===== config.mk =====
export PLATFORM = sky130hd
export DESIGN_NAME = khe_ram
export DESIGN_NICKNAME = d
export VERILOG_FILES = /design/src/rtl/khe_ram.sv
export SDC_FILE = /design/constraint.sdc
export NUM_CORES = 2
export LEC_CHECK = 0
export BUFFER_PORTS_ARGS = -buffer_cell sky130_fd_sc_hd__buf_2
export CAP_MARGIN = 20
export CORE_MARGIN = 2
export CORE_UTILIZATION = 36
export DETAILED_ROUTE_END_ITERATION = 8
export PLACE_DENSITY_LB_ADDON = 0.05
export REMOVE_ABC_BUFFERS = 1
export SLEW_MARGIN = 20
export SYNTH_ARGS = -nofsm -noshare
export SYNTH_HDL_FRONTEND = slang
export SYNTH_SLANG_ARGS = --single-unit

===== constraint.sdc =====
create_clock -name clk -period 3.25 [get_ports clk]
set_clock_uncertainty 0.1 [all_clocks]
set_input_delay 0.1625 -clock clk [delete_from_list [all_inputs] [get_ports clk]]
set_output_delay 0.1625 -clock clk [all_outputs]
set_load 0.02 [all_outputs]

===== src/rtl/khe_ram.sv =====
`default_nettype none
module khe_ram #(
  parameter int Width = 32,
  parameter int Depth = 64
) (
  input  wire logic                     clk,
  input  wire logic                     we,
  input  wire logic [$clog2(Depth)-1:0] waddr,
  input  wire logic [Width-1:0]         wdata,
  input  wire logic [$clog2(Depth)-1:0] raddr,
  output logic [Width-1:0]              rdata
);
  logic [Width-1:0] mem_r [Depth];

  always_ff @(posedge clk) begin
    if (we) begin
      mem_r[waddr] <= wdata;
    end
    rdata <= mem_r[raddr];
  end
endmodule
`default_nettype wire


==> metrics.cfg <==
[finish]
fin_nets = 3808
syn2layout_area_growth_pct = 18.1
drive_gt1_share_pct = 32.6

[timing]
finalCriticalPeriod_ns = 2.75
hold_violations = 0
setup_slack_ns = 0.500
tightest_slew_ns = 1.10
grt_setup_unrepaired = false
relSlewSlack_pct = 26.6
clock.fmax_mhz = 364
finalCritPeriodShare_pct = 84.6
drv_slew = 0
setup_viol = 0

[worst_setup_path]
cpPeakStageDelay_ns = 0.64
crit_type = in2reg
end_kind = register
cp_max_fo = 14
critical-path-slowest-cell = o22ai_1
critPathMostFrequentCell = buf_4
cp.arrival_ns = 3.34
worst_setup_path_start_kind = input pin
cp_cell_sequence = dlygate4sd3_1, buf_2, buf_4, or2_1, buf_4, buf_4, o22ai_1, nor2_1
worst_ep_required_time_ns = 3.84

[logic_synthesis]
synth_top_family_by_area = multiplexers
synth-simple-area-share_pct = 1.27
synth_compound_area_share_pct = 1.67
yosysWarnings = 0
yosysSeqAreaShare_pct = 79.1
netlist_instances = 3324
ys_types = 34
synth_edf_count = 2048
synth_top_area_share_pct = 78.3
yosys.area_share.adder_pct = 0
ys_top_cells_by_area = edfxtp_1 (78%), mux4_2 (16%), mux2i_1 (1.2%)
synth-async-reset-ratio_pct = 0
synth-seq-cells = 2080
postSynthAreaPerCell_sq_um = 23.6
synthMuxAreaShare_pct = 16.8
yosys.area_share.xor_xnor_pct = 0
ys.flop_type = edfxtp_1
syn_area_sq_mm = 0.0785
synth_top_cell_by_area = edfxtp_1

[floorplanning]
rows = 171
die_y_um = 471
start_util_pct = 36.2
fp.dieW_um = 471
dieArea_sq_mm = 0.222
io_pins = 78
coreArea_sq_mm = 0.217

[grt]
grtUsageMet3_pct = 2.84
grt_start_max_net_pins = 65
grtUsageTotal_pct = 21.4
gr-usage-met1_pct = 29.6
top_usage_layer = met2
grt_pass1_vias = 40000
gr-total-overflow = 0
grt_pass1_wl_um = 328000
antenna_found_initial = 10
met2_usage_pct = 36.1

[drt]
viasPerCell = 5.49
ant_nets = 0
dr.pass1.iters = 7
post_drt_wl_per_cell_um = 34.7
vias = 37400
dr.first_iter.drc_count = 3325
routed_wl_um = 236000
drc_errors = 0

[placement]
io_buffer_count = 77
gp_congestion = 0.753
dp_slack_ns = -0.370
post-dp-hpwl_um = 139000

[clock_tree]
cts.clk_slew.worst_paths_ns = 0.06
h-tree-depth = 4
cts_made_buffers = 224
cts-root-buf = clkbuf_16
ctsResizeCount = 0
cts.sinks = 2080
clk_latency_ns = 0.86
clockBufferDepth = 3
tritoncts = built

[run]
cap_violations = 0

[power_and_ir_drop]
ir_worst_vdd_uv = 595
leakagePower_uw = 0.0291
total_power_uw = 58100
p_per_area_mw_per_mm2 = 626

[run_status]
status = complete, no violations

[min_path]
min_path_type = in2reg

[cell usage in the layout (no fill, tap or decap), types with 4 or more instances in the layout]
cell type / netlist / layout
mux4_2: 544 / 544
o221ai_1: 27 / 27
mux2i_1: 93 / 93
bufinv_16: 0 / 17
nor2b_1: 15 / 14
inv_6: 0 / 4
a22oi_1: 12 / 12
clkbuf_1: 74 / 49
clkbuf_8: 0 / 21
nand3b_1: 5 / 5
nand3_1: 5 / 5
nor2_1: 137 / 74
buf_2: 57 / 63
buf_12: 0 / 62
a41o_1: 4 / 4
a21oi_1: 62 / 62
buf_4: 25 / 226
nor3_1: 7 / 5
edfxtp_1: 2048 / 2048
clkinv_2: 0 / 36
dlygate4sd3_1: 0 / 39
nor2_4: 0 / 62
o22ai_1: 84 / 84
clkinv_8: 0 / 4
clkinv_1: 0 / 51
a311oi_1: 8 / 7
nand2b_1: 8 / 7
dfxtp_1: 32 / 32
nand2_1: 26 / 26
and3_1: 4 / 4
clkbuf_16: 0 / 230
[registers in the layout, summed over array words and instances, names as in the netlist]
register / cells
mem_r: 2048
rdata: 32
[area by class of cell]
class | count | area (sq um)
Clock inverter | 118 | 1060
Fill cell | 18600 | 124000
Tap cell | 2854 | 3570
Timing Repair Buffer | 394 | 3700
Antenna cell | 3 | 7.51
Multi-Input combinational cell | 1062 | 16000
Sequential cell | 2080 | 62100
Clock buffer | 300 | 6230
[final timing paths]
path                                   start            end  slack, ns  cells past startpoint
worst max-delay path                raddr[4]      rdata[25]       0.50                      8
worst min-delay path                waddr[4]  mem_r[24][12]       0.07                      4
worst max register to register  mem_r[7][25]      rdata[25]       0.74                      4
worst min register to register  mem_r[29][8]       rdata[8]       0.71                      4
[metrics by stage]
| stage | util (%) | area, sq um | std cells | setup TNS, ns | hold slack, ns |
|---|---|---|---|---|---|
| after global routing | 42.7 | 92700 | 6809 | 0 | 0.0474 |
| after floorplan | - | 77600 | 3142 | -1.06 | 0.161 |
| after detailed placement | 39.2 | 84900 | 6349 | -0.506 | 0.434 |
| final | 42.7 | 92700 | 6811 | 0 | 0.0732 |
| after CTS | 42.7 | 92600 | 6802 | 0 | 0.00241 |
| after global placement | 39.1 | 84900 | 6348 | -1.10 | 0.420 |
[metal layers]
layer	wire length (um)	vias to the layer above
li1	-	15200
met1	104000	20900
met2	118000	959
met3	9300	299
met4	5080	0
met5	0	-
[report_power, final]
group          total, uW  switching [uW]  leakage, uW  internal (uW)
combinational       3080            1920      0.00679           1160
clock              25100           10400      0.00358          14700
sequential         29800             140       0.0187          29700
total              58100           12500       0.0291          45600
[critical path, delay by kind of cell]
kind | cells | cell delay, ns
AOI/OAI and AO/OA | 1 | 0.64
buffers and inverters | 5 | 1.71
and+or+nand+nor | 2 | 0.74
[what timing repair did]
| action | in CTS | in global routing |
|---|---|---|
| hold buffers | 35 | 4 |
| setup buffers | 0 | 0 |
| hold endpoints to repair | 1166 | 256 |
[logic make-up after synthesis]
group,count (synthesis)
AOI/OAI and AO/OA,202
buffers and inverters,182
DFF,2080
muxes,637
and+or+nand+nor,223
[synthesized netlist by cell type (all sizes together), types with 4 or more instances]
cell and instances:
mux2i 93, o221ai 27, and3 4, o32ai 4, nor3 7, a311oi 8, a22oi 12, nand3 5
buf 108, clkbuf 74, nand2b 8, nand3b 5, dfxtp 32, nor2b 15, nand2 26, or3b 5
nor2 137, mux4 544, edfxtp 2048, a41o 4, a21oi 62, o22ai 84
(Power assumes the default switching activity.)
