===== src/rtl/khe_pkg.sv =====
`default_nettype none
package khe_pkg;
  localparam int TimeW = 24;
  localparam int ValW = 32;
  localparam int CntW = 7;
  localparam int LenW = 16;
  localparam int FracW = 17;
  localparam int AccW = 72;

  localparam logic CmdWrite = 1'b0;
  localparam logic CmdEval = 1'b1;
  localparam logic CfgKeyCount = 1'b0;
  localparam logic CfgAnimLength = 1'b1;

  typedef enum logic [3:0] {
    BK_IDLE,
    BK_WRAP,
    BK_SRCH_RD,
    BK_SRCH_CHK,
    BK_LOAD0,
    BK_LOAD1,
    BK_DIV,
    BK_COEF,
    BK_MUL,
    BK_ACC,
    BK_SAT,
    BK_OUT
  } bk_state_t;

  typedef struct packed {
    logic [TimeW-1:0] qtime;
  } khe_job_t;
endpackage
`default_nettype wire


===== src/rtl/khe_in_if.sv =====
`default_nettype none
interface khe_in_if;
  logic        valid;
  logic        ready;
  logic        command;
  logic [5:0]  key_index;
  logic [23:0] key_time;
  logic [31:0] key_value;
  logic [31:0] key_tangent;
  logic [23:0] query_time;
  modport source(output valid, command, key_index, key_time, key_value, key_tangent,
    query_time, input ready);
  modport sink(input valid, command, key_index, key_time, key_value, key_tangent,
    query_time, output ready);
endinterface
`default_nettype wire


===== src/rtl/khe_front.sv =====
`default_nettype none
module khe_front import khe_pkg::*; #(
  parameter int MaxKeys = 64
) (
  input  wire logic                       clk,
  input  wire logic                       rst_n,
  khe_in_if.sink                          in_ch,
  output logic                            key_we,
  output logic [$clog2(MaxKeys)-1:0]      key_waddr,
  output logic [TimeW+2*ValW-1:0]         key_wdata,
  output logic                            job_valid,
  output khe_job_t                        job,
  input  wire logic                       job_pop,
  input  wire logic                       back_idle
);
  localparam int AW = $clog2(MaxKeys);
  localparam int QD = 2;

  khe_job_t   q_r [QD];
  logic       wp_r, rp_r;
  logic [1:0] cnt_r;
  logic       push, is_eval, slot_ok;

  assign is_eval = (in_ch.command == CmdEval);
  assign slot_ok = ({26'd0, in_ch.key_index} < 32'(MaxKeys));
  assign in_ch.ready = is_eval ? (cnt_r != 2'(QD)) : (back_idle && (cnt_r == 2'd0));
  assign push = in_ch.valid && in_ch.ready && is_eval;
  assign key_we = in_ch.valid && in_ch.ready && !is_eval && slot_ok;
  assign key_waddr = AW'(in_ch.key_index);
  assign key_wdata = {in_ch.key_time, in_ch.key_value, in_ch.key_tangent};
  assign job_valid = (cnt_r != 2'd0);
  assign job = q_r[rp_r];

  always_ff @(posedge clk) begin
    if (push) begin
      q_r[wp_r].qtime <= in_ch.query_time;
    end
    if (!rst_n) begin
      wp_r <= 1'b0;
      rp_r <= 1'b0;
      cnt_r <= 2'd0;
    end else begin
      if (push) wp_r <= ~wp_r;
      if (job_pop) rp_r <= ~rp_r;
      cnt_r <= cnt_r + 2'(push) - 2'(job_pop);
    end
  end

`ifndef SYNTHESIS
  a_cnt: assert property (@(posedge clk) disable iff (!rst_n) cnt_r <= 2'(QD))
    else $error("queue overflow");
  a_pop: assert property (@(posedge clk) disable iff (!rst_n) job_pop |-> job_valid)
    else $error("pop from empty queue");
  a_full: assert property (@(posedge clk) disable iff (!rst_n)
    (cnt_r == 2'(QD) && !job_pop) |=> (cnt_r == 2'(QD)))
    else $error("full queue lost item");
`endif
endmodule
`default_nettype wire


===== src/flat_wrapper.sv =====
// flat-port wrapper written by rule: the top's interface ports become plain ports
module khe_front_flat import khe_pkg::*;
#(
  parameter int MaxKeys = 64
)
  (clk, rst_n, key_we, key_waddr, key_wdata, job_valid, job, job_pop, back_idle, in_ch_valid, in_ch_command, in_ch_key_index, in_ch_key_time, in_ch_key_value, in_ch_key_tangent, in_ch_query_time, in_ch_ready);
  khe_in_if in_ch_i ();
  input  wire logic clk;
  input  wire logic rst_n;
  output logic key_we;
  output logic [$clog2(MaxKeys)-1:0] key_waddr;
  output logic [TimeW+2*ValW-1:0] key_wdata;
  output logic job_valid;
  output khe_job_t job;
  input  wire logic job_pop;
  input  wire logic back_idle;
  input wire logic [$bits(in_ch_i.valid)-1:0] in_ch_valid;
  input wire logic [$bits(in_ch_i.command)-1:0] in_ch_command;
  input wire logic [$bits(in_ch_i.key_index)-1:0] in_ch_key_index;
  input wire logic [$bits(in_ch_i.key_time)-1:0] in_ch_key_time;
  input wire logic [$bits(in_ch_i.key_value)-1:0] in_ch_key_value;
  input wire logic [$bits(in_ch_i.key_tangent)-1:0] in_ch_key_tangent;
  input wire logic [$bits(in_ch_i.query_time)-1:0] in_ch_query_time;
  output wire logic [$bits(in_ch_i.ready)-1:0] in_ch_ready;
  assign in_ch_i.valid = in_ch_valid;
  assign in_ch_i.command = in_ch_command;
  assign in_ch_i.key_index = in_ch_key_index;
  assign in_ch_i.key_time = in_ch_key_time;
  assign in_ch_i.key_value = in_ch_key_value;
  assign in_ch_i.key_tangent = in_ch_key_tangent;
  assign in_ch_i.query_time = in_ch_query_time;
  assign in_ch_ready = in_ch_i.ready;
  khe_front #(.MaxKeys(MaxKeys)) u_core (.clk(clk), .rst_n(rst_n), .in_ch(in_ch_i), .key_we(key_we), .key_waddr(key_waddr), .key_wdata(key_wdata), .job_valid(job_valid), .job(job), .job_pop(job_pop), .back_idle(back_idle));
endmodule

===== config.mk =====
export PLATFORM = sky130hd
export DESIGN_NAME = khe_front_flat
export DESIGN_NICKNAME = d
export VERILOG_FILES = /design/src/rtl/khe_pkg.sv /design/src/rtl/khe_in_if.sv /design/src/rtl/khe_front.sv /design/src/flat_wrapper.sv
export SDC_FILE = /design/constraint.sdc
export NUM_CORES = 1
export LEC_CHECK = 0
export ABC_AREA = 1
export BUFFER_PORTS_ARGS = -buffer_cell sky130_fd_sc_hd__buf_2
export CAP_MARGIN = 20
export CORE_ASPECT_RATIO = 0.8
export CORE_MARGIN = 3
export CORE_UTILIZATION = 34
export DETAILED_ROUTE_END_ITERATION = 7
export PLACE_DENSITY = 0.76
export SLEW_MARGIN = 10
export SYNTH_ARGS = -nofsm -noshare
export SYNTH_HDL_FRONTEND = slang
export SYNTH_SLANG_ARGS = --single-unit

===== constraint.sdc =====
create_clock -name clk -period 2.2 [get_ports clk]
set_clock_uncertainty 0.1 [all_clocks]
set_input_delay 0.33 -clock clk [delete_from_list [all_inputs] [get_ports clk]]
set_output_delay 0.33 -clock clk [all_outputs]
set_load 0.02 [all_outputs]

==> impl_metrics.tcl <==
set metrics [dict create \
    crit_arrival_ns 1.49 \
    grt_remaining_overflow 0 \
    grt_first_pass_wirelength_um 7120 \
    track_usage 0.103 \
    drt_iter0_drc 48 \
    critPathMaxFanout 18 \
    syn_nets 330 \
    status "completed" \
    syn_inst 205 \
    internal-power_w 0.00162 \
    yosysWarnings 0 \
    r2r-start "u_core.cnt_r[0]" \
    numCtsBuffers 5 \
    insertion_delay_ns 0.29 \
    critPathKind "reg2out" \
    ant_nets 0 \
    cp-start-kind "register" \
    drv_cap 0 \
    synthesis.area_um2 2790 \
    timing.rr.end "u_core.q_r[1][19]" \
    cts_resized 0 \
    cts.clk_slew.worst_paths_ns 0.09 \
    leakagePower_nw 1.04 \
    hold_end "u_core.q_r[0][11]" \
    fin_cells 281 \
    place_congestion 0.684 \
    detail_route.drc_violations 0 \
    htreeDepth 2 \
    setup_viol 0 \
    clkSinkCount 53 \
    end_kind "primary output" \
    seq_area_frac_synth 0.552 \
    ff2ff_setup_slack_ns 0.65 \
    port_buffers 56 \
    die_area_um2 9340 \
    tns_ns 0 \
    final_cell_mix "56 x buf_2, 48 x edfxtp_1, 20 x mux2_4" \
    fin_crit_ns 1.92 \
    root_buffer "clkbuf_8" \
    drive_above_1_share 0.534 \
    synth.distinct_cells 18 \
    hold_path.class "in2reg" \
    powerDensity_nw_per_um2 798 \
    fin_crit_sh 0.871 \
    diodes 0 \
    combPwrFrac 0.146 \
    dpl_cell_area_um2 2510 \
    ioPinCount 245 \
    final_area_um2 2610 \
    core-area_um2 7670 \
    power_frac_seq 0.558 \
    die_width_um 107 \
    grt_start_max_net_pins 22 \
    nNetsFinal 300 \
    holdPathStages 1 \
    fp.dieH_um 87.0 \
    vdd_drop_max_v 0.000329 \
    drt_pass1_iterations 4 \
    synth_seq_cells 53 \
    dpl.hpwl_um 3960 \
    routed_wl_um 4940 \
    hold_path_startpoint "in_ch_query_time[11]" \
    fmax_mhz 522 \
    post_cts_buffers 0 \
    rsz0062_at_grt "false" \
    dp.cells 273 \
    required_ns 1.77 \
    avgViaCountPerCell 4.30 \
    syn_avg_cell_area_um2 13.6 \
    ff2ff_path_depth 5 \
    finalPower_w 0.00209 \
    vias 1207 \
    finalHoldViolations 0 \
    power.share.clock 0.295 \
    final_common_cell "buf_2" \
    p_sw_frac 0.222 \
    syn_to_final_growth_pct -6.41 \
    cts_tree "done" \
    start_util 0.364 \
    antenna_found_initial 0 \
    tightest_slew_ns 0.331 \
    cts_hold_buf 0 \
    routedWlPerCell_um 17.6 \
    slew_violations 0 \
    placementRows 28 \
    clock_path_buffers 2 \
    max_slew_margin 0.779 \
    setup_ws_ns 0.284 \
    preCtsSetupSlack_ns 0.595 \
    first_global_vias 1224 \
    p_sw_w 0.000463 \
]
==> power groups by stage <==
stage          registers (W)  clock network (W)  logic, W
2_1_floorplan        0.00119                  0  0.000460
3_3_place_gp         0.00119                  0  0.000306
3_5_place_dp         0.00119                  0  0.000311
4_1_cts              0.00116           0.000631  0.000312
5_1_grt              0.00117           0.000668  0.000333
6_report             0.00116           0.000616  0.000305
==> registers in the layout (all words and copies together), names as in the netlist, named ones only <==
name,count
u_core.cnt_r,2
u_core.q_r,48
u_core.rp_r,1
u_core.wp_r,1
==> area by class of cell <==
class / count / area (um^2)
well taps: 105 / 131
clock buffers: 6 / 72.6
clock inverters: 2 / 33.8
inverters: 6 / 22.5
repair buffers: 60 / 335
flip-flops and latches: 53 / 1540
multi-input cells: 49 / 475
fillers: 732 / 5060
==> cells by family (layout without fill, tap and decap cells) <==
logic type,after synthesis,in the layout,share of synthesized area
AO/OA/AOI/OAI,3,3,0.00762
XOR/XNOR,1,1,0.00314
adder cells (fa/ha/maj),1,1,0.00448
buffers and inverters,103,74,0.279
flip-flops,53,53,0.552
multiplexers,24,24,0.124
AND/OR/NAND/NOR,20,20,0.0296
==> stage by stage <==
| stage | hold WS (ns) | util |
|---|---|---|
| final | 0.120 | 0.341 |
| after CTS | 0.109 | 0.341 |
| after global placement | 0.377 | 0.327 |
| after floorplan | 0.329 | - |
| after detailed placement | 0.398 | 0.327 |
| after global routing | 0.102 | 0.341 |
==> routing by layer <==
metal | part of all wire | global-route usage | vias to the layer above
met5 | 0 | 0 | -
met3 | 0.15 | 0.0749 | 15
met2 | 0.49 | 0.170 | 106
li1 | - | - | 538
met1 | 0.35 | 0.103 | 548
met4 | 0.013 | 0.0314 | 0
==> cell usage after synthesis <==
cell	n	area [um^2]
a21boi_2	1	11.3
a21oi_1	1	5.00
buf_12	2	40.0
buf_4	94	706
buf_6	1	11.3
dfxtp_1	5	100
edfxtp_1	48	1440
ha_1	1	12.5
inv_1	6	22.5
mux2_2	4	45.0
mux2_4	20	300
nand2_1	8	30.0
nand3_1	2	10.0
nand4_1	1	6.26
nor2_1	8	30.0
o21ai_0	1	5.00
or2_2	1	6.26
xnor2_1	1	8.76
==> how the worst max path moves through the flow <==
stage	start	end	slack, ns	cells past startpoint
6_report	register	job[23]	0.28	3
5_1_grt	register	job[23]	0.19	3
4_1_cts	register	job[23]	0.26	3
3_5_place_dp	register	job[23]	0.59	3
3_3_place_gp	register	job[23]	0.62	3
2_1_floorplan	u_core.cnt_r[0]	u_core.q_r[0][0]	0.08	4
==> worst max-delay path, stage by stage, from the launching register on <==
cell and delay (ns):
dfxtp_1 0.34, buf_4 0.32, mux2_2 0.37, buf_2 0.16
Note: power is estimated with default switching activity, not from simulation.
