### src/rtl/khe_pkg.sv
`default_nettype none
package khe_pkg;
  localparam int TimeW = 24;
  localparam int ValW = 32;
  localparam int CntW = 7;
  localparam int LenW = 16;
  localparam int FracW = 17;
  localparam int AccW = 72;

  localparam logic CmdWrite = 1'b0;
  localparam logic CmdEval = 1'b1;
  localparam logic CfgKeyCount = 1'b0;
  localparam logic CfgAnimLength = 1'b1;

  typedef enum logic [3:0] {
    BK_IDLE,
    BK_WRAP,
    BK_SRCH_RD,
    BK_SRCH_CHK,
    BK_LOAD0,
    BK_LOAD1,
    BK_DIV,
    BK_COEF,
    BK_MUL,
    BK_ACC,
    BK_SAT,
    BK_OUT
  } bk_state_t;

  typedef struct packed {
    logic [TimeW-1:0] qtime;
  } khe_job_t;
endpackage
`default_nettype wire

### src/rtl/khe_out_if.sv
`default_nettype none
interface khe_out_if;
  logic        valid;
  logic        ready;
  logic [31:0] anim_value;
  modport source(output valid, anim_value, input ready);
  modport sink(input valid, anim_value, output ready);
endinterface
`default_nettype wire

### src/rtl/khe_back.sv
`default_nettype none
module khe_back import khe_pkg::*; #(
  parameter int MaxKeys = 64
) (
  input  wire logic                  clk,
  input  wire logic                  rst_n,
  input  wire logic                  job_valid,
  input  khe_job_t                   job,
  output logic                       job_pop,
  output logic                       idle,
  input  wire logic [CntW-1:0]       key_count,
  input  wire logic [LenW-1:0]       anim_len,
  output logic [$clog2(MaxKeys)-1:0] key_raddr,
  input  wire logic [TimeW+2*ValW-1:0] key_rdata,
  khe_out_if.source                  out_ch
);
  localparam int AW = $clog2(MaxKeys);
  localparam int NW = $clog2(MaxKeys+1) > CntW ? $clog2(MaxKeys+1) : CntW;
  localparam int DW = TimeW + 17;

  bk_state_t st_r, st_nxt;
  logic [TimeW-1:0] t_r, t_nxt;
  logic [NW-1:0] n_r, n_nxt;
  logic [AW-1:0] i_r, i_nxt;
  logic [TimeW-1:0] t0_r, t0_nxt, t1_r, t1_nxt;
  logic signed [ValW-1:0] v0_r, v0_nxt, d0_r, d0_nxt, v1_r, v1_nxt, d1_r, d1_nxt;
  logic [DW-1:0] rem_r, rem_nxt;
  logic [FracW-1:0] u_r, u_nxt;
  logic [5:0] k_r, k_nxt;
  logic [1:0] h_r, h_nxt;
  logic signed [AccW-1:0] acc_r, acc_nxt, b_r, b_nxt, prod_r, prod_nxt;
  logic [ValW-1:0] res_r, res_nxt;
  logic ov_r, ov_nxt;

  logic [TimeW-1:0] rd_time;
  logic signed [ValW-1:0] rd_val, rd_tan;
  logic [TimeW+1:0] len8;
  logic signed [TimeW+1:0] num, den;
  logic signed [AccW-1:0] sv0, sv1, sd0, sd1, addend;
  logic signed [AccW-1:0] mul_lo;

  assign idle = (st_r == BK_IDLE);
  assign {rd_time, rd_val, rd_tan} = key_rdata;
  assign len8 = {2'b00, anim_len, 8'd0};
  assign num = $signed({2'b00, t_r}) - $signed({2'b00, t0_r});
  assign den = $signed({2'b00, t1_r}) - $signed({2'b00, t0_r});
  assign sv0 = AccW'(v0_r);
  assign sv1 = AccW'(v1_r);
  assign sd0 = AccW'(d0_r);
  assign sd1 = AccW'(d1_r);
  assign addend = (h_r == 2'd0) ? b_r : ((h_r == 2'd1) ? sd0 : sv0);
  assign mul_lo = $signed(acc_r[55:0]) * $signed({1'b0, u_r});

  always_ff @(posedge clk) begin
    if (!rst_n) begin
      st_r <= BK_IDLE;
    end else begin
      st_r <= st_nxt;
    end
    t_r <= t_nxt; n_r <= n_nxt; i_r <= i_nxt; t0_r <= t0_nxt; t1_r <= t1_nxt;
    v0_r <= v0_nxt; d0_r <= d0_nxt; v1_r <= v1_nxt; d1_r <= d1_nxt;
    rem_r <= rem_nxt; u_r <= u_nxt; k_r <= k_nxt; h_r <= h_nxt;
    acc_r <= acc_nxt; b_r <= b_nxt; prod_r <= prod_nxt; res_r <= res_nxt; ov_r <= ov_nxt;
  end

  always_comb begin
    st_nxt = st_r; t_nxt = t_r; n_nxt = n_r; i_nxt = i_r; t0_nxt = t0_r; t1_nxt = t1_r;
    v0_nxt = v0_r; d0_nxt = d0_r; v1_nxt = v1_r; d1_nxt = d1_r; rem_nxt = rem_r;
    u_nxt = u_r; k_nxt = k_r; h_nxt = h_r; acc_nxt = acc_r; b_nxt = b_r;
    prod_nxt = prod_r; res_nxt = res_r; ov_nxt = ov_r;
    job_pop = 1'b0;
    key_raddr = i_r;
    out_ch.valid = (st_r == BK_OUT);
    out_ch.anim_value = res_r;
    case (st_r)
      BK_IDLE: begin
        if (job_valid) begin
          job_pop = 1'b1;
          t_nxt = job.qtime;
          n_nxt = (NW'(key_count) > NW'(MaxKeys)) ? NW'(MaxKeys) : NW'(key_count);
          k_nxt = 6'd0;
          st_nxt = BK_WRAP;
        end
      end
      BK_WRAP: begin
        // Restoring remainder: one shifted-subtract per cycle.
        if (len8 == '0 || k_r == 6'd16) begin
          i_nxt = AW'(0);
          key_raddr = AW'(0);
          if (n_r == '0) begin
            res_nxt = '0;
            st_nxt = BK_OUT;
          end else if (n_r == NW'(1)) begin
            st_nxt = BK_LOAD1;
            ov_nxt = 1'b1;
          end else begin
            i_nxt = AW'(1);
            key_raddr = AW'(1);
            st_nxt = BK_SRCH_RD;
          end
        end else begin
          if ({1'b0, t_r} >= ({len8[TimeW:0]} << (15 - k_r[3:0])) &&
              (len8 << (15 - k_r[3:0])) <= (TimeW+17)'(t_r)) begin
            t_nxt = t_r - TimeW'(len8 << (15 - k_r[3:0]));
          end
          k_nxt = k_r + 6'd1;
          if (k_r == 6'd15) st_nxt = BK_WRAP;
        end
        if (len8 != '0 && k_r == 6'd16) k_nxt = 6'd16;
      end
      BK_SRCH_RD: begin
        st_nxt = BK_SRCH_CHK;
      end
      BK_SRCH_CHK: begin
        if (NW'(i_r) < n_r - NW'(1) && rd_time < t_r) begin
          i_nxt = i_r + AW'(1);
          key_raddr = i_r + AW'(1);
          st_nxt = BK_SRCH_RD;
        end else begin
          t1_nxt = rd_time; v1_nxt = rd_val; d1_nxt = rd_tan;
          key_raddr = i_r - AW'(1);
          ov_nxt = 1'b0;
          st_nxt = BK_LOAD0;
        end
      end
      BK_LOAD0: begin
        key_raddr = i_r - AW'(1);
        st_nxt = BK_LOAD1;
      end
      BK_LOAD1: begin
        t0_nxt = rd_time; v0_nxt = rd_val; d0_nxt = rd_tan;
        if (ov_r) begin
          res_nxt = rd_val;
          st_nxt = BK_OUT;
        end else begin
          k_nxt = 6'd0; u_nxt = '0;
          st_nxt = BK_DIV;
        end
      end
      BK_DIV: begin
        if (k_r == 6'd0) begin
          if (den <= 0 || num <= 0) begin
            u_nxt = '0; st_nxt = BK_COEF;
          end else if (num >= den) begin
            u_nxt = FracW'(65536); st_nxt = BK_COEF;
          end else begin
            rem_nxt = DW'(num); k_nxt = 6'd1;
          end
        end else begin
          if ({rem_r[DW-2:0], 1'b0} >= DW'(den)) begin
            rem_nxt = {rem_r[DW-2:0], 1'b0} - DW'(den);
            u_nxt = {u_r[FracW-2:0], 1'b1};
          end else begin
            rem_nxt = {rem_r[DW-2:0], 1'b0};
            u_nxt = {u_r[FracW-2:0], 1'b0};
          end
          k_nxt = k_r + 6'd1;
          if (k_r == 6'd16) st_nxt = BK_COEF;
        end
      end
      BK_COEF: begin
        acc_nxt = ((sv0 - sv1) <<< 1) + sd0 + sd1;
        b_nxt = (sv1 - sv0) * 3 - (sd0 <<< 1) - sd1;
        h_nxt = 2'd0;
        st_nxt = BK_MUL;
      end
      BK_MUL: begin
        prod_nxt = mul_lo;
        st_nxt = BK_ACC;
      end
      BK_ACC: begin
        acc_nxt = (prod_r >>> 16) + addend;
        h_nxt = h_r + 2'd1;
        st_nxt = (h_r == 2'd2) ? BK_SAT : BK_MUL;
      end
      BK_SAT: begin
        if (acc_r > 72'sd2147483647) res_nxt = 32'h7FFF_FFFF;
        else if (acc_r < -72'sd2147483648) res_nxt = 32'h8000_0000;
        else res_nxt = acc_r[31:0];
        st_nxt = BK_OUT;
      end
      BK_OUT: begin
        if (out_ch.ready) st_nxt = BK_IDLE;
      end
      default: st_nxt = BK_IDLE;
    endcase
    if (st_r == BK_WRAP) begin
      key_raddr = (n_r > NW'(1) && (len8 == '0 || k_r == 6'd16)) ? AW'(1) : AW'(0);
    end
  end

`ifndef SYNTHESIS
  a_outhold: assert property (@(posedge clk) disable iff (!rst_n)
    (out_ch.valid && !out_ch.ready) |=> (out_ch.valid && $stable(out_ch.anim_value)))
    else $error("result dropped");
  a_popidle: assert property (@(posedge clk) disable iff (!rst_n)
    job_pop |-> (st_r == BK_IDLE))
    else $error("pop while busy");
  a_u: assert property (@(posedge clk) disable iff (!rst_n)
    (st_r == BK_MUL) |-> (u_r <= FracW'(65536)))
    else $error("fraction out of range");
`endif
endmodule
`default_nettype wire

### src/flat_wrapper.sv
// flat-port wrapper written by rule: the top's interface ports become plain ports
module khe_back_flat import khe_pkg::*;
#(
  parameter int MaxKeys = 64
)
  (clk, rst_n, job_valid, job, job_pop, idle, key_count, anim_len, key_raddr, key_rdata, out_ch_valid, out_ch_anim_value, out_ch_ready);
  khe_out_if out_ch_i ();
  input  wire logic clk;
  input  wire logic rst_n;
  input  wire logic job_valid;
  input  khe_job_t job;
  output logic job_pop;
  output logic idle;
  input  wire logic [CntW-1:0] key_count;
  input  wire logic [LenW-1:0] anim_len;
  output logic [$clog2(MaxKeys)-1:0] key_raddr;
  input  wire logic [TimeW+2*ValW-1:0] key_rdata;
  output wire logic [$bits(out_ch_i.valid)-1:0] out_ch_valid;
  output wire logic [$bits(out_ch_i.anim_value)-1:0] out_ch_anim_value;
  input wire logic [$bits(out_ch_i.ready)-1:0] out_ch_ready;
  assign out_ch_valid = out_ch_i.valid;
  assign out_ch_anim_value = out_ch_i.anim_value;
  assign out_ch_i.ready = out_ch_ready;
  khe_back #(.MaxKeys(MaxKeys)) u_core (.clk(clk), .rst_n(rst_n), .job_valid(job_valid), .job(job), .job_pop(job_pop), .idle(idle), .key_count(key_count), .anim_len(anim_len), .key_raddr(key_raddr), .key_rdata(key_rdata), .out_ch(out_ch_i));
endmodule
### config.mk
export PLATFORM = sky130hd
export DESIGN_NAME = khe_back_flat
export DESIGN_NICKNAME = d
export VERILOG_FILES = /design/src/rtl/khe_pkg.sv /design/src/rtl/khe_out_if.sv /design/src/rtl/khe_back.sv /design/src/flat_wrapper.sv
export SDC_FILE = /design/constraint.sdc
export NUM_CORES = 2
export LEC_CHECK = 0
export BUFFER_PORTS_ARGS = -buffer_cell sky130_fd_sc_hd__buf_2
export CORE_MARGIN = 3
export CORE_UTILIZATION = 55
export CTS_CLUSTER_DIAMETER = 60
export DETAILED_ROUTE_END_ITERATION = 7
export PLACE_DENSITY = 0.8
export RECOVER_POWER = 50
export SYNTH_ARGS = -nofsm -noshare
export SYNTH_HDL_FRONTEND = slang
export SYNTH_SLANG_ARGS = --single-unit
### constraint.sdc
create_clock -name clk -period 10.82 [get_ports clk]
set_clock_uncertainty 0.15 [all_clocks]
set_input_delay 1.082 -clock clk [delete_from_list [all_inputs] [get_ports clk]]
set_output_delay 1.082 -clock clk [all_outputs]
set_load 0.05 [all_outputs]
==> summary.txt <==
Hold path
  • Hold Crit Class: reg -> reg

STA
  • Worst-Margin Slew: 4.364 ns
  • F_max: 115.8 MHz
  • Hold Violations, Final: 0
  • RSZ-0062 raised after global routing: false
  • Setup_tns: 0 ns
  • Final count of pins violating max slew: 546
  • Max_slew headroom: -190.9%
  • Final period utilization: 79.81%
  • Fin worst setup slack: 2.184 ns
  • # setup viols final: 0
  • Min cycle time layout: 8.636 ns

CTS
  • Insertion delay to the later sink of the worst-skew pair: 0.67 ns
  • H-tree depth: 3
  • Post-CTS Hold Fix Bufs: 0
  • Clk root buf: clkbuf_16
  • CTS tree: yes
  • Longest Clk Path Bufs: 3
  • Cts repair resizes: 0
  • Clock sinks: 515
  • Total CTS buffers: 67
  • Clock slew at reported path FFs: 0.06 ns
  • # Post-CTS Setup Buffers: 0

Critical path
  • Startpoint Class: register
  • Worst setup EP type: register
  • Crit-path max cell delay: 0.76 ns
  • CP Depth: 33
  • Crit-path max FO: 6
  • R2R Setup Slk: 2.18 ns
  • Crit-path most repeated cell: a21oi_1
  • Critical R2R Launch: u_core.v0_r[0]$_DFFE_PP_
  • Worst setup path category: reg -> reg
  • WP data required: 11.07 ns
  • WP data arrival: 8.89 ns
  • CP endpoint: u_core.acc_r[69]$_DFFE_PP_
  • R2R depth: 33
  • Worst Setup SP: u_core.v0_r[0]$_DFFE_PP_
  • Buf/Inv on CP: 2
  • Worst path top cell family by delay: compound AO/OA/AOI/OAI gates
  • Worst reg2reg endpoint: u_core.acc_r[69]$_DFFE_PP_
  • CP max-delay cell: a211oi_1

Floorplanning
  • Initial Util: 55.82%
  • Die Footprint: 0.1368 mm²
  • I/O Pins: 180
  • Row count: 132
  • Die height: 369.9 µm
  • Die width: 369.9 µm
  • Core area: 0.1305 mm²

Place
  • Placer Congestion: 1.012
  • Dpl cell area: 0.07510 mm²
  • Detailed placer's ending HPWL: 155200 µm
  • Port bufs: 179
  • DP Worst Slack: 2.559 ns

Logic synthesis
  • Area of the mapped netlist: 0.07283 mm²
  • Number of flops mapped to enable cells by yosys: 511
  • Syn Nets: 9679
  • Post-Synthesis Cells: 7987
  • Top FF cell, synth: edfxtp_1
  • #FFs+latches synth: 515
  • Yosys warns: 0
  • Sequential area share after synthesis: 21.18%
  • Asr flop ratio synth: 0%
  • Syn avg cell area: 9.119 µm²
  • Netlist cell types: 108

Cells and area
  • Util after Layout: 59.13%
  • Fillers: 11010
  • Commonest non-fill, non-tap cell in the layout: inv_1
  • Total Nets Final: 9618
  • Commonest non-fill, non-tap cells in the layout: inv_1, fa_1, nand2_1
  • Share of layout cells above drive strength 1: 3.759%
  • Design Area, Final: 0.07716 mm²
  • Layout area overhead: 5.935%

Run
  • Max-cap check violation count: 12

Global route
  • Initial antenna violation count: 6
  • Largest net degree at the start of global routing: 75
  • Vias in the first global route: 59380
  • Tot GR Track Use: 29.38%
  • Global route overflow: 0
  • First-pass GRT wire length: 319700 µm

Routing
  • DRT Wirelength: 199100 µm
  • M1 WL: 75660 µm
  • Initial DRC Count: 4785
  • Met3 WL post-DR: 16310 µm
  • Antenna Nets Post-Route: 0
  • Metal2 WL: 97150 µm
  • Drc violations: 0
  • Router iterations before antenna repair: 6
  • Highest metal used: met4
  • Vias per cell: 5.922
  • Average wire per standard cell: 20.47 µm
  • Via count: 57600

Run status
  • Failing checks: capacitance limit, slew limit
  • Status: complete, but fails checks
-- how the worst min path moves through the flow --
stage / depth (start not counted) / slack [ns] / start / to
detailed placement: 1 / 0.45 / u_core.h_r[0]$_SDFFCE_PN0P_ / u_core.h_r[0]$_SDFFCE_PN0P_
global route: 1 / 0.43 / key_rdata[0] / u_core.d1_r[0]$_DFFE_PP_
finish: 1 / 0.45 / u_core.h_r[0]$_SDFFCE_PN0P_ / u_core.h_r[0]$_SDFFCE_PN0P_
CTS: 1 / 0.42 / key_rdata[9] / u_core.d0_r[9]$_DFFE_PP_
floorplan: 1 / 0.41 / u_core.h_r[0]$_SDFFCE_PN0P_ / u_core.h_r[0]$_SDFFCE_PN0P_
global placement: 1 / 0.44 / u_core.h_r[0]$_SDFFCE_PN0P_ / u_core.h_r[0]$_SDFFCE_PN0P_
-- cell families (layout without fill, tap and decap cells) --
kind of cell    Yosys count  in the layout  share of synthesized area, %
mux                      81             81                         1.208
flops                   515            515                         21.18
fa+ha+maj              1553           1553                         36.36
compound gates         1567           1567                         13.51
buf+inv                1757           1750                         9.103
other cells               0              5                             0
xor+xnor                380            380                         4.570
simple gates           2134           2134                         14.07
-- sequential cells by signal (all words and copies together), names as in the netlist, 4 cells and up --
signal and flops:
u_core.u_r 17, u_core.d0_r 32, u_core.n_r 7, u_core.t1_r 24, u_core.k_r 6, u_core.t0_r 24, u_core.d1_r 32, u_core.b_r 72
u_core.t_r 24, u_core.v0_r 32, u_core.prod_r 56, u_core.rem_r 40, u_core.i_r 6, u_core.st_r 4, u_core.v1_r 32, u_core.out_ch.anim_value 32
u_core.acc_r 72
-- synthesized netlist by cell type, drive strengths merged, types with 37 or more instances --
| master | count | area [µm²] |
|---|---|---|
| inv | 1386 | 5202 |
| and3 | 54 | 337.8 |
| mux2i | 65 | 654.4 |
| o21a | 56 | 429.2 |
| edfxtp | 511 | 15340 |
| and2 | 387 | 2422 |
| clkbuf | 347 | 1304 |
| nand2b | 45 | 281.5 |
| a31oi | 37 | 244.0 |
| a21o | 227 | 1705 |
| xor2 | 146 | 1279 |
| nand2 | 928 | 3483 |
| nor3 | 77 | 385.4 |
| xnor2 | 234 | 2049 |
| nand4 | 83 | 519.3 |
| o21ai | 377 | 1902 |
| fa | 939 | 18800 |
| nand3 | 77 | 385.4 |
| ha | 614 | 7682 |
| a21oi | 523 | 2640 |
| nor2b | 73 | 456.7 |
| o21bai | 75 | 563.0 |
| nor2 | 291 | 1092 |
-- area by class of cell --
type | count | area [µm²] | area share (%)
well taps | 1742 | 2180 | 2.825
multi-input cells | 5715 | 50900 | 65.97
inverters | 1387 | 5207 | 6.749
diodes | 5 | 12.51 | 0.01622
flip-flops and latches | 515 | 15420 | 19.99
clock inverters | 45 | 469.2 | 0.6081
repair buffers | 240 | 1182 | 1.532
clock buffers | 78 | 1782 | 2.309
-- layer usage --
layer | vias to the layer above | track usage, %
li1 | 26010 | -
met1 | 28450 | 36.38
met2 | 2548 | 49.83
met3 | 587 | 5.576
met4 | 0 | 13.40
met5 | - | 0
-- through the flow --
step           hold WS [ns]  cells
2_1_floorplan        0.4118   7987
3_3_place_gp         0.4418   9599
3_5_place_dp         0.4537   9599
4_1_cts              0.4185   9722
5_1_grt              0.4304   9725
6_report             0.4487   9727
Power is left out: the tool's default activity adds up to more than one toggle a clock period on the data nets, which glitch-free logic cannot reach.
